## config.mk

```make
export PLATFORM = sky130hd
export DESIGN_NAME = ktmpe_cell
export DESIGN_NICKNAME = d
export VERILOG_FILES = /design/src/design/ktmpe_pkg.sv /design/src/design/ktmpe_cell.sv
export SDC_FILE = /design/constraint.sdc
export NUM_CORES = 1
export LEC_CHECK = 0
export BUFFER_PORTS_ARGS = -buffer_cell sky130_fd_sc_hd__buf_2
export CAP_MARGIN = 10
export CORE_AREA = 2 2 171 173
export CTS_BUF_LIST = sky130_fd_sc_hd__clkbuf_4
export DETAILED_ROUTE_END_ITERATION = 6
export DIE_AREA = 0 0 173 175
export GPL_TIMING_DRIVEN = 1
export REMOVE_ABC_BUFFERS = 1
export SLEW_MARGIN = 20
export SYNTH_ARGS = -nofsm -noshare
export SYNTH_HDL_FRONTEND = slang
export SYNTH_SLANG_ARGS = --single-unit
export TNS_END_PERCENT = 5
```

## constraint.sdc

```tcl
create_clock -name clk -period 7.3 [get_ports clk]
set_input_delay 1.46 -clock clk [delete_from_list [all_inputs] [get_ports clk]]
set_output_delay 1.46 -clock clk [all_outputs]
set_load 0.01 [all_outputs]
```

## src/design/ktmpe_pkg.sv

```systemverilog
// ----------------------------------------------------------------------------
// ktmpe_pkg
// Shared types and constants for the keyed table with lowest-priority
// eviction: table geometry, entry layout, scan word and commit command.
// ----------------------------------------------------------------------------
package ktmpe_pkg;

  localparam int TABLE_DEPTH = 32;
  localparam int IDX_W       = (TABLE_DEPTH > 1) ? $clog2(TABLE_DEPTH) : 1;
  localparam int CNT_W       = $clog2(TABLE_DEPTH + 1);
  localparam int SLOT_W      = 5;
  localparam int COUNT_W     = 6;

  typedef enum logic [1:0] {
    OUT_REPLACED = 2'd0,
    OUT_KEPT     = 2'd1,
    OUT_APPENDED = 2'd2,
    OUT_EVICTED  = 2'd3
  } outcome_t;

  typedef enum logic [1:0] {
    CMD_NONE  = 2'd0,
    CMD_WRITE = 2'd1,
    CMD_SHIFT = 2'd2
  } cmd_kind_t;

  typedef enum logic [1:0] {
    S_IDLE   = 2'd0,
    S_SCAN   = 2'd1,
    S_COMMIT = 2'd2
  } ctrl_state_t;

  typedef struct packed {
    logic [15:0]        subject_id;
    logic [3:0]         predicate;
    logic [15:0]        confidence;
    logic [15:0]        day_stamp;
    logic signed [15:0] payload_value;
    logic [15:0]        source_id;
    logic               truth_flag;
  } entry_t;

  typedef struct packed {
    logic             live;
    logic             found;
    logic [IDX_W-1:0] found_idx;
    logic [15:0]      found_conf;
    logic             has_best;
    logic [IDX_W-1:0] best_idx;
    logic [15:0]      best_conf;
    logic [15:0]      best_day;
    logic [15:0]      best_subject;
    logic [3:0]       best_predicate;
  } wave_t;

  typedef struct packed {
    cmd_kind_t        kind;
    logic [IDX_W-1:0] idx;
  } cmd_t;

  typedef struct packed {
    outcome_t           outcome;
    logic [SLOT_W-1:0]  slot_index;
    logic [COUNT_W-1:0] entry_count;
    logic [15:0]        evicted_subject;
    logic [3:0]         evicted_predicate;
    logic [15:0]        evicted_confidence;
  } result_t;

endpackage

```

## src/design/ktmpe_cell.sv

```systemverilog
// ----------------------------------------------------------------------------
// ktmpe_cell
// One table slot. Holds an entry, updates the passing scan word with its
// key match and rank minimum, and writes or shifts on a commit command.
// ----------------------------------------------------------------------------
module ktmpe_cell (
  input  logic                     clk,
  input  logic                     rst_n,
  input  logic [ktmpe_pkg::IDX_W-1:0] cell_idx,
  input  logic [ktmpe_pkg::CNT_W-1:0] count,
  input  ktmpe_pkg::entry_t        probe,
  input  ktmpe_pkg::cmd_t          cmd,
  input  ktmpe_pkg::entry_t        right_entry,
  input  ktmpe_pkg::wave_t         wave_in,
  output ktmpe_pkg::entry_t        entry_out,
  output ktmpe_pkg::wave_t         wave_out
);
  import ktmpe_pkg::*;

  entry_t entry_r;
  entry_t entry_nxt;
  wave_t  wave_r;
  wave_t  wave_nxt;
  logic   slot_valid;
  logic   key_hit;
  logic   rank_lower;

  assign slot_valid = CNT_W'(cell_idx) < count;
  assign key_hit    = (entry_r.subject_id == probe.subject_id) &&
                      (entry_r.predicate == probe.predicate);
  assign rank_lower = {entry_r.confidence, entry_r.day_stamp} <
                      {wave_in.best_conf, wave_in.best_day};

  always_comb begin
    wave_nxt = wave_in;
    if (slot_valid && !wave_in.found && key_hit) begin
      wave_nxt.found      = 1'b1;
      wave_nxt.found_idx  = cell_idx;
      wave_nxt.found_conf = entry_r.confidence;
    end
    if (slot_valid && (!wave_in.has_best || rank_lower)) begin
      wave_nxt.has_best       = 1'b1;
      wave_nxt.best_idx       = cell_idx;
      wave_nxt.best_conf      = entry_r.confidence;
      wave_nxt.best_day       = entry_r.day_stamp;
      wave_nxt.best_subject   = entry_r.subject_id;
      wave_nxt.best_predicate = entry_r.predicate;
    end
  end

  always_comb begin
    entry_nxt = entry_r;
    case (cmd.kind)
      CMD_WRITE: begin
        if (cmd.idx == cell_idx) begin
          entry_nxt = probe;
        end
      end
      CMD_SHIFT: begin
        if (cell_idx >= cmd.idx) begin
          entry_nxt = right_entry;
        end
      end
      default: begin
        entry_nxt = entry_r;
      end
    endcase
  end

  always_ff @(posedge clk) begin
    entry_r <= entry_nxt;
  end

  always_ff @(posedge clk) begin
    if (!rst_n) begin
      wave_r.live <= 1'b0;
    end else begin
      wave_r <= wave_nxt;
    end
  end

  assign entry_out = entry_r;
  assign wave_out  = wave_r;

  a_no_write_during_scan: assert property (@(posedge clk) disable iff (!rst_n)
    wave_in.live |-> cmd.kind == CMD_NONE)
    else $error("cell commanded while a scan word passes");

  a_found_is_valid: assert property (@(posedge clk) disable iff (!rst_n)
    (wave_in.live && !wave_in.found && wave_nxt.found) |-> slot_valid)
    else $error("match reported from an empty slot");

  a_best_set_after_valid: assert property (@(posedge clk) disable iff (!rst_n)
    (wave_in.live && slot_valid) |-> wave_nxt.has_best)
    else $error("valid slot left the minimum unset");

endmodule

```

==> summary.md <==
| Metric | Value |
|---|---|
| Layout cells sized above 1 | `65.2%` |
| Seq cells post-synth | `166` |
| Drt pass-1 iters | `4` |
| Comb pwr share | `24.4%` |
| PwrDens | `216 nW/um^2` |
| Die span in x | `173 um` |
| Crit Path Class | `input pin to flop` |
| Worst Setup Start Kind | `input pin` |
| H-tree depth | `4` |
| Clock tree sinks | `166` |
| Core ar. | `28,400 um^2` |
| Postcts setup bufs | `0` |
| Gate Count Post-Synth | `528` |
| Die extent in y | `175 um` |
| # DRC | `0` |
| DIE AREA | `30,300 um^2` |
| Worst Hold Class | `flop to flop` |
| Largest net degree at the start of global routing | `58` |
| Gpl congestion | `0.783` |
| Worst rel slew slack | `49.0%` |
| Switching power share of the total | `30.3%` |
| Total chip power | `2.41 mW` |
| Final setup vio count | `0` |
| Main flop type after synthesis | `edfxtp_1` |
| CTS Hold Bufs | `0` |
| FFs w/ async S/R, synth | `0%` |
| Port buffer count | `436` |
| First-pass GRT wire length | `35.7 mm` |
| WL final | `23.7 mm` |
| Fin area | `11,200 um^2` |
| Period minus WS final | `3.75 ns` |
| Root Driver | `clkbuf_4` |
| WL per Instance | `17.3 um` |
| CTS tree | `yes` |
| Clock power frac | `22.6%` |
| Met1 Usage GRT | `17.8%` |
| Cell Rows | `62` |
| Worst Path Arrival | `4.03 ns` |
| Final worst-path cycle share | `51.4%` |
| Max-cap violations | `0` |
| Via Count | `5,967` |
| Sw Pwr | `0.730 mW` |
| Cell variety after synth | `41` |
| Nets@finish | `1,286` |
| Flop pwr share | `53.0%` |
| Post-place setup slack | `2.81 ns` |
| Grt met3 use | `4.50%` |
| # IOs | `437` |
| CTS Buf Count | `17` |
| Pin slew with the least headroom to its limit | `0.765 ns` |
| Starting density of the core | `29.0%` |
| Antenna viol nets, final | `0` |
| P_leak | `4.87 nW` |
| Area leader, netlist | `edfxtp_1` |
| Internal Power | `1.68 mW` |
| Worst-path fanout max | `33` |
| Final setup TNS | `0 ns` |
| Yosys top cell area share | `60.2%` |
| EDFF count, synth | `165` |
| Most instantiated library cell after synthesis | `edfxtp_1` |
| Met2 Usage GRT | `27.4%` |
| Max Freq | `0.267 GHz` |
| Fin worst setup slack | `3.55 ns` |
| Vias in the first global route | `6,343` |
| Worst setup EP type | `flop` |
| Via/cell ratio | `4.36` |
| HPWL after DPL | `18.4 mm` |
| Overflow left after global routing | `0` |
| Seq/Total Area, Yosys | `60.5%` |
| WP data required | `7.58 ns` |
| Antenna violations before repair | `1` |
| Outcome | `finished clean` |
| Post-CTS sizing | `0` |
| Clk_lat worst skew | `0.54 ns` |
| Initial DRC Count | `260` |
| YS warnings | `0` |
| RSZ-0062 raised after global routing | `no` |
| All-Layer GR Usage | `15.3%` |
| Synthesized area | `8230 um^2` |
| Area after DPL | `10,900 um^2` |
| CTS max path bufs | `2` |
| Slew Limit Fails | `0` |
| Synth top cells by count | `165 x edfxtp_1, 161 x mux2_2, 45 x inv_1` |
| Top cells by area, synth | `edfxtp_1 60%, mux2_2 22%, ha_1 6.4%` |
| Clock Skew | `0.0363 ns` |
| Final hold vios | `0` |
| GR peak layer | `met2` |
| Clk slew on worst S/H paths | `0.13 ns` |
| Worst vdd ir | `0.0000879 V` |
| Area Growth Syn to Fin | `35.8%` |
| Syn_area_per_cell | `15.6 um^2` |
[layout make-up]
type / count / area [um^2]
Fill cell: 2818 / 17200
Sequential cell: 166 / 4970
Multi-Input combinational cell: 299 / 3020
Timing Repair Buffer: 444 / 2260
Tap cell: 384 / 480
Inverter: 45 / 169
Clock inverter: 14 / 143
Clock buffer: 17 / 128
Antenna cell: 1 / 2.50
[per-layer routing]
layer,vias up,share of wire [%]
li1,2877,-
met1,2820,40
met2,255,52
met3,15,6.8
met4,0,1.3
met5,-,0
[power by group through the flow]
stage,Combinational (mW),Clock (mW),Sequential [mW]
after global placement,0.589,0,1.30
after detailed placement,0.596,0,1.30
after floorplan,0.244,0,1.36
final,0.589,0.543,1.28
after global routing,0.647,0.608,1.29
after CTS,0.598,0.575,1.28
[through the flow]
| stage | hold WS, ns | utilization [%] | cells |
|---|---|---|---|
| 2_1_floorplan | 0.639 | - | 510 |
| 3_3_place_gp | 0.575 | 38.3 | 1337 |
| 3_5_place_dp | 0.577 | 38.3 | 1337 |
| 4_1_cts | 0.622 | 39.3 | 1368 |
| 5_1_grt | 0.654 | 39.3 | 1370 |
| 6_report | 0.613 | 39.3 | 1370 |
[sequential cells by signal (all words and copies together), names as in the netlist]
signal / flops
wave_out: 81
entry_out: 85
[worst max-delay path, stage by stage]
cell	delay, ns
buf_2	0.11
inv_1	0.04
ha_1	0.28
a2111o_1	0.36
a31oi_1	0.24
o21ai_0	0.28
a221oi_4	0.36
buf_4	0.47
mux2_2	0.39
[final timing paths]
path,start,end,slack [ns],cells past startpoint
worst min-delay path,entry_out[33]$_DFFE_PP_,wave_out[20]$_DFFE_PP_,0.61,1
worst max register to register,entry_out[34]$_DFFE_PP_,wave_out[35]$_DFFE_PP_,4.17,7
worst min register to register,entry_out[33]$_DFFE_PP_,wave_out[20]$_DFFE_PP_,0.61,1
worst max-delay path,wave_in[21],wave_out[35]$_DFFE_PP_,3.55,9
[cells in the final DEF, fill, tap and decap left out, drive strengths merged, types with 2 or more instances in the layout]
master and count:
buf 444, edfxtp 165, mux2 163, inv 51, ha 42, clkbuf 17, a21oi 16, xnor2 15
nand2 12, o21ai 7, nand4 6, xor2 5, nor2 5, nand2b 4, clkinv 4, clkinvlp 3
nand3 2, nand3b 2, a211oi 2, a221oi 2, nor4 2
[cell families after synthesis]
kind of cell             synth area share, %
XOR/XNOR                                2.13
AO/OA/AOI/OAI                           2.74
multiplexers                            22.3
buffers and inverters                   3.24
flip-flops                              60.5
AND/OR/NAND/NOR                         2.74
adder cells (fa/ha/maj)                 6.39
No activity file was read; power rests on OpenSTA's default activity.
