## config.mk

```make
export PLATFORM = sky130hd
export DESIGN_NAME = ktmpe_ctrl
export DESIGN_NICKNAME = d
export VERILOG_FILES = /design/src/design/ktmpe_pkg.sv /design/src/design/ktmpe_ctrl.sv
export SDC_FILE = /design/constraint.sdc
export NUM_CORES = 1
export LEC_CHECK = 0
export BUFFER_PORTS_ARGS = -buffer_cell sky130_fd_sc_hd__buf_2
export CAP_MARGIN = 20
export CORE_AREA = 4 4 154 156
export DETAILED_ROUTE_END_ITERATION = 10
export DIE_AREA = 0 0 158 160
export PLACE_DENSITY = 0.68
export SETUP_SLACK_MARGIN = 0.02
export SLEW_MARGIN = 20
export SYNTH_ARGS = -nofsm -noshare
export SYNTH_HDL_FRONTEND = slang
export SYNTH_SLANG_ARGS = --single-unit
```

## constraint.sdc

```tcl
create_clock -name clk -period 3.75 [get_ports clk]
set_input_delay 0.1875 -clock clk [delete_from_list [all_inputs] [get_ports clk]]
set_output_delay 0.1875 -clock clk [all_outputs]
set_load 0.03 [all_outputs]
```

## src/design/ktmpe_pkg.sv

```systemverilog
// ----------------------------------------------------------------------------
// ktmpe_pkg
// Shared types and constants for the keyed table with lowest-priority
// eviction: table geometry, entry layout, scan word and commit command.
// ----------------------------------------------------------------------------
package ktmpe_pkg;

  localparam int TABLE_DEPTH = 32;
  localparam int IDX_W       = (TABLE_DEPTH > 1) ? $clog2(TABLE_DEPTH) : 1;
  localparam int CNT_W       = $clog2(TABLE_DEPTH + 1);
  localparam int SLOT_W      = 5;
  localparam int COUNT_W     = 6;

  typedef enum logic [1:0] {
    OUT_REPLACED = 2'd0,
    OUT_KEPT     = 2'd1,
    OUT_APPENDED = 2'd2,
    OUT_EVICTED  = 2'd3
  } outcome_t;

  typedef enum logic [1:0] {
    CMD_NONE  = 2'd0,
    CMD_WRITE = 2'd1,
    CMD_SHIFT = 2'd2
  } cmd_kind_t;

  typedef enum logic [1:0] {
    S_IDLE   = 2'd0,
    S_SCAN   = 2'd1,
    S_COMMIT = 2'd2
  } ctrl_state_t;

  typedef struct packed {
    logic [15:0]        subject_id;
    logic [3:0]         predicate;
    logic [15:0]        confidence;
    logic [15:0]        day_stamp;
    logic signed [15:0] payload_value;
    logic [15:0]        source_id;
    logic               truth_flag;
  } entry_t;

  typedef struct packed {
    logic             live;
    logic             found;
    logic [IDX_W-1:0] found_idx;
    logic [15:0]      found_conf;
    logic             has_best;
    logic [IDX_W-1:0] best_idx;
    logic [15:0]      best_conf;
    logic [15:0]      best_day;
    logic [15:0]      best_subject;
    logic [3:0]       best_predicate;
  } wave_t;

  typedef struct packed {
    cmd_kind_t        kind;
    logic [IDX_W-1:0] idx;
  } cmd_t;

  typedef struct packed {
    outcome_t           outcome;
    logic [SLOT_W-1:0]  slot_index;
    logic [COUNT_W-1:0] entry_count;
    logic [15:0]        evicted_subject;
    logic [3:0]         evicted_predicate;
    logic [15:0]        evicted_confidence;
  } result_t;

endpackage

```

## src/design/ktmpe_ctrl.sv

```systemverilog
// ----------------------------------------------------------------------------
// ktmpe_ctrl
// Sequencer for the table: takes a word, launches the scan through the
// cell row, decides replace, keep, append or evict, and holds the result.
// ----------------------------------------------------------------------------
module ktmpe_ctrl (
  input  logic                          clk,
  input  logic                          rst_n,
  input  logic                          in_tvalid,
  output logic                          in_tready,
  input  ktmpe_pkg::entry_t             in_entry,
  output logic                          out_tvalid,
  input  logic                          out_tready,
  output ktmpe_pkg::result_t            out_result,
  output ktmpe_pkg::entry_t             probe,
  output ktmpe_pkg::wave_t              wave_launch,
  input  ktmpe_pkg::wave_t              wave_end,
  output ktmpe_pkg::cmd_t               cmd,
  output logic [ktmpe_pkg::CNT_W-1:0]   count
);
  import ktmpe_pkg::*;

  ctrl_state_t state_r;
  ctrl_state_t state_nxt;
  entry_t      probe_r;
  logic        launch_r;
  wave_t       done_r;
  logic [CNT_W-1:0] count_r;
  logic [CNT_W-1:0] count_nxt;
  logic        out_valid_r;
  result_t     result_r;
  result_t     result_nxt;
  cmd_t        decided;
  logic        accept;
  logic        out_free;
  logic        commit_go;
  logic        table_full;

  assign accept     = in_tvalid && in_tready;
  assign out_free   = !out_valid_r || out_tready;
  assign table_full = count_r == CNT_W'(TABLE_DEPTH);

  always_comb begin
    state_nxt = state_r;
    case (state_r)
      S_IDLE: begin
        if (in_tvalid) begin
          state_nxt = S_SCAN;
        end
      end
      S_SCAN: begin
        if (wave_end.live) begin
          state_nxt = S_COMMIT;
        end
      end
      S_COMMIT: begin
        if (out_free) begin
          state_nxt = S_IDLE;
        end
      end
      default: begin
        state_nxt = S_IDLE;
      end
    endcase
  end

  always_comb begin
    in_tready = 1'b0;
    commit_go = 1'b0;
    case (state_r)
      S_IDLE: begin
        in_tready = 1'b1;
      end
      S_COMMIT: begin
        commit_go = out_free;
      end
      default: begin
        in_tready = 1'b0;
        commit_go = 1'b0;
      end
    endcase
  end

  always_comb begin
    decided    = '{kind: CMD_NONE, idx: '0};
    count_nxt  = count_r;
    result_nxt = '0;
    if (done_r.found) begin
      result_nxt.slot_index = SLOT_W'(done_r.found_idx);
      if (probe_r.confidence >= done_r.found_conf) begin
        decided.kind       = CMD_WRITE;
        decided.idx        = done_r.found_idx;
        result_nxt.outcome = OUT_REPLACED;
      end else begin
        result_nxt.outcome = OUT_KEPT;
      end
    end else if (table_full) begin
      decided.kind                  = CMD_SHIFT;
      decided.idx                   = done_r.best_idx;
      result_nxt.outcome            = OUT_EVICTED;
      result_nxt.slot_index         = SLOT_W'(TABLE_DEPTH - 1);
      result_nxt.evicted_subject    = done_r.best_subject;
      result_nxt.evicted_predicate  = done_r.best_predicate;
      result_nxt.evicted_confidence = done_r.best_conf;
    end else begin
      decided.kind          = CMD_WRITE;
      decided.idx           = IDX_W'(count_r);
      count_nxt             = count_r + CNT_W'(1);
      result_nxt.outcome    = OUT_APPENDED;
      result_nxt.slot_index = SLOT_W'(count_r);
    end
    result_nxt.entry_count = COUNT_W'(count_nxt);
  end

  always_ff @(posedge clk) begin
    if (!rst_n) begin
      state_r     <= S_IDLE;
      launch_r    <= 1'b0;
      count_r     <= '0;
      out_valid_r <= 1'b0;
    end else begin
      state_r  <= state_nxt;
      launch_r <= accept;
      if (commit_go) begin
        count_r     <= count_nxt;
        out_valid_r <= 1'b1;
      end else if (out_tready) begin
        out_valid_r <= 1'b0;
      end
    end
  end

  always_ff @(posedge clk) begin
    if (accept) begin
      probe_r <= in_entry;
    end
    if (state_r == S_SCAN && wave_end.live) begin
      done_r <= wave_end;
    end
    if (commit_go) begin
      result_r <= result_nxt;
    end
  end

  always_comb begin
    wave_launch      = '0;
    wave_launch.live = launch_r;
  end

  assign probe      = probe_r;
  assign cmd        = commit_go ? decided : cmd_t'{kind: CMD_NONE, idx: '0};
  assign count      = count_r;
  assign out_tvalid = out_valid_r;
  assign out_result = result_r;

  a_count_bounded: assert property (@(posedge clk) disable iff (!rst_n)
    count_r <= CNT_W'(TABLE_DEPTH))
    else $error("entry count above table depth");

  a_scan_end_in_scan: assert property (@(posedge clk) disable iff (!rst_n)
    wave_end.live |-> state_r == S_SCAN)
    else $error("scan word arrived outside a scan");

  a_shift_only_when_full: assert property (@(posedge clk) disable iff (!rst_n)
    cmd.kind == CMD_SHIFT |-> table_full)
    else $error("eviction issued on a table that is not full");

  a_commit_raises_valid: assert property (@(posedge clk) disable iff (!rst_n)
    commit_go |=> out_tvalid)
    else $error("commit did not present a result");

endmodule

```

==> impl_results.md <==
- Result of the run: finished, final reports clean
- Core Rows: 55
- Maximum ir drop on the vdd rail: roughly 0.32 mV
- Critical R2R Capture: out_result[47]
- Nets: 1145
- Critical path's top delay family: compound AO/OA/AOI/OAI gates
- H-tree depth reported by CTS: 1
- Global-route wire length before repair: 32800 um
- Synth Area per Inst: 16.5 um^2
- Worst-path clk slew: 0.06 ns
- First-pass DRT Iterations: 6
- Crit Path Max Fanout: 7
- CP bufs+invs: 2
- Antenna Violating Nets Remaining: 0
- Global-route usage over all layers: 16.8%
- Chip Width: 158 um
- Placer congestion estimate: 0.768
- Async set-reset flop share out of synthesis: 0%
- Critical Path AT: ~2.8 ns
- Final std cell area, no fill: 11800 um^2
- WHS: 0.0899 ns
- Setup slack of the most critical reg-to-reg path: 1.54 ns
- Global route total overflow: 0
- Post-detailed-route via-to-cell ratio: 4.38
- Synth-to-layout area growth: 47.7%
- CP max stage cell: sky130_fd_sc_hd__a211oi_4
- Number of standard cells in the layout, taps in and fillers out: ~1300
- Clock buffers created by TritonCTS: 23
- Max Root-Sink Buffers: 3
- Worst setup path endpoint: cmd[1]
- Crit path time final: 3.00 ns
- Maximum number of pins on one net before global-route repair: 49
- Chip height: 160 um
- Post-synthesis instance area: around 8000 um^2
- Distinct cells, synth: 43
- Timing startpoint of the critical path: probe[49]
- Area contributors post-synth: sky130_fd_sc_hd__edfxtp_1 74%, sky130_fd_sc_hd__buf_4 7.6%, sky130_fd_sc_hd__and3_1 3.0%
- Crit path cell chain: inv_1, ha_1, nand2b_4, a2111oi_4, a2111oi_2, a211oi_4, o21ai_1, buf_2
- Number of instances in the synthesized netlist: 486
- Detailed-route wire length per cell: 17.7 um
- Initial antenna violation count: 1
- Sort of element at the start of the critical path: flop
- FF+latch count, synth: 207
- Share of the cycle needed by the critical path after routing: 80.1%
- Post-synth EDFFs: 197
- Number of setup violations in the final report: 0
- Static leakage power: 5.13 nW
- Initial core utilization: between 30% and 40%
- Slew of the pin with the lowest slew margin: 0.938 ns
- Resized cells post-CTS: 0
- Final setup TNS: 0 ns
- Count of cells along the worst register-to-register path: 7
- CP endpoint kind: output port
- Post-CTS setup-driven buffer insertion count: 0
- RSZ-0062 raised after global routing: no
- CP Class: flop to output port
- Slew margin rel.: 37.3%
- Number of global-route vias before repair: 5920
- Startpoint of the worst register-to-register path: probe[49]
- CTS root buffer: sky130_fd_sc_hd__clkbuf_16
- Max-cap violation count: 0
- Hold buffers post-CTS: 151
- Slew Viols, Final: 0
- Most area-hungry cell type in the Yosys netlist: sky130_fd_sc_hd__edfxtp_1
- # DRC: 0
- Number of warnings reported in the yosys synthesis log: 0
- Sinks on the clock net: 207
- Maximum operating frequency: 333 MHz
- Final core utilization: 52.8%
- # port buffers: between 300 and 400
- Count of placed standard cells including taps: 1065
- Layout filler cell count: between 1500 and 2000
- Clock tree from TritonCTS: done
- Number of hold-slack violations in the final timing report: 0
- Drt initial violations: 176
- Sequential element share of the synthesized area: between 70% and 80%
- Required time of the worst setup path: approximately 3.6 ns
- Total detailed-routing wirelength: 22200 um
- Worst min path class: input pin to flop
- Power Dens Cells: 467 nW/um^2
- Cell depth of the worst setup path: 8
- Largest stage delay on the critical path: 0.55 ns
- Core area: 22400 um^2
- Most used DFF post-synth: sky130_fd_sc_hd__edfxtp_1
- Overall die area: 25300 um^2
- Vias after detailed routing: 5508
- Post-detail-place hpwl: 14300 um
- Later-pin clock latency in the skew report: 0.49 ns
- Fraction of layout instances using a drive strength above 1: 36.3%
- Clock skew: 0.0161 ns
- Ports: 400
- Share of Yosys cell area claimed by the top area cell type: 74.0%
- DP Area: 9570 um^2
## report_power, final
| group | internal [mW] | switching, mW | leakage, nW |
|---|---|---|---|
| clock network | 1.29 | 0.888 | 0.356 |
| logic | 0.237 | 0.427 | 2.85 |
| registers | 2.64 | 0.0335 | 1.92 |
## Yosys cell counts, drive strengths merged (6+ instances only)
cell type / instances
a21oi: 7
and3: 38
buf: 86
clkbuf: 11
dfxtp: 10
edfxtp: 197
ha: 19
inv: 22
nand2: 17
nand3: 6
nor2: 7
o21ai: 15
## sequential cells by signal, summed over array words and instances, names as in the netlist
| name | flops |
|---|---|
| state_r | 2 |
| out_result | 49 |
| out_tvalid | 1 |
| count | 6 |
| done_r | 63 |
| launch_r | 1 |
| probe | 85 |
## layer usage
metal | GRT usage [%] | wire [um] | vias to the layer above
li1 | - | - | 2561
met1 | 17.6 | 7590 | 2606
met2 | 32.1 | 12100 | 299
met3 | 4.36 | 1740 | 42
met4 | 5.78 | 764 | 0
met5 | 0 | 0 | -
## worst min-delay path, stage by stage
cell                      delay, ns
sky130_fd_sc_hd__buf_2         0.09
sky130_fd_sc_hd__inv_1         0.04
sky130_fd_sc_hd__mux2i_1       0.14
sky130_fd_sc_hd__nor3b_1       0.07
## kinds of logic after synthesis
logic type / Yosys count / synth area share (%)
fa+ha+maj: 19 / 2.97
simple gates: 89 / 6.17
xor+xnor: 4 / 0.438
other cells: 1 / 0.0469
mux: 4 / 0.516
compound gates: 42 / 3.87
flops: 207 / 76.5
buf+inv: 120 / 9.50
## how the worst min path moves through the flow
stage	from	end	slack, ns	depth (start not counted)
floorplan	wave_end[0]	done_r[0]	0.29	0
finish	wave_end[80]	state_r[0]	0.09	4
global route	wave_end[80]	state_r[0]	0.09	4
detailed placement	in_entry[80]	probe[80]	0.37	1
global placement	in_entry[41]	probe[41]	0.36	1
CTS	wave_end[80]	state_r[0]	0.04	4
## layout by cell type (no fill, tap or decap), types with 2 or more instances in the layout
master and count:
sky130_fd_sc_hd__buf_4 10, sky130_fd_sc_hd__a21boi_0 4, sky130_fd_sc_hd__or3_1 5, sky130_fd_sc_hd__o21a_1 3
sky130_fd_sc_hd__clkbuf_1 5, sky130_fd_sc_hd__ha_1 19, sky130_fd_sc_hd__buf_2 302, sky130_fd_sc_hd__mux2i_1 3
sky130_fd_sc_hd__nor2_1 6, sky130_fd_sc_hd__dlygate4sd3_1 151, sky130_fd_sc_hd__nand4_1 3, sky130_fd_sc_hd__o21ai_0 9
sky130_fd_sc_hd__and3_1 38, sky130_fd_sc_hd__inv_2 2, sky130_fd_sc_hd__bufinv_16 2, sky130_fd_sc_hd__o21ai_1 6
sky130_fd_sc_hd__clkinv_2 2, sky130_fd_sc_hd__clkbuf_16 23, sky130_fd_sc_hd__a21o_1 2, sky130_fd_sc_hd__nand2b_1 4
sky130_fd_sc_hd__a21oi_1 7, sky130_fd_sc_hd__inv_1 21, sky130_fd_sc_hd__nand3_1 6, sky130_fd_sc_hd__nand2_1 17
sky130_fd_sc_hd__inv_6 2, sky130_fd_sc_hd__xnor2_1 2, sky130_fd_sc_hd__dfxtp_1 10, sky130_fd_sc_hd__xor2_1 2
sky130_fd_sc_hd__nor3_1 4, sky130_fd_sc_hd__a211oi_1 2, sky130_fd_sc_hd__clkinv_1 5, sky130_fd_sc_hd__conb_1 80
sky130_fd_sc_hd__edfxtp_1 197
## through the flow
step / power (mW) / setup WS (ns)
after CTS: 5.56 / 0.562
after global routing: 5.72 / 0.565
final: 5.52 / 0.748
after global placement: 3.24 / 1.16
after floorplan: 3.13 / 0.173
after detailed placement: 3.25 / 1.11
## cell type report
class | count | area, um^2 | share of cell area, %
repair buffers | 463 | 3100 | 26.2
diodes | 1 | 2.50 | 0.0212
clock buffers | 29 | 608 | 5.15
clock inverters | 12 | 118 | 0.996
multi-input cells | 238 | 1430 | 12.1
well taps | 285 | 357 | 3.02
inverters | 23 | 86.3 | 0.731
flip-flops and latches | 207 | 6120 | 51.8
Power figures use the tool's default switching activity.
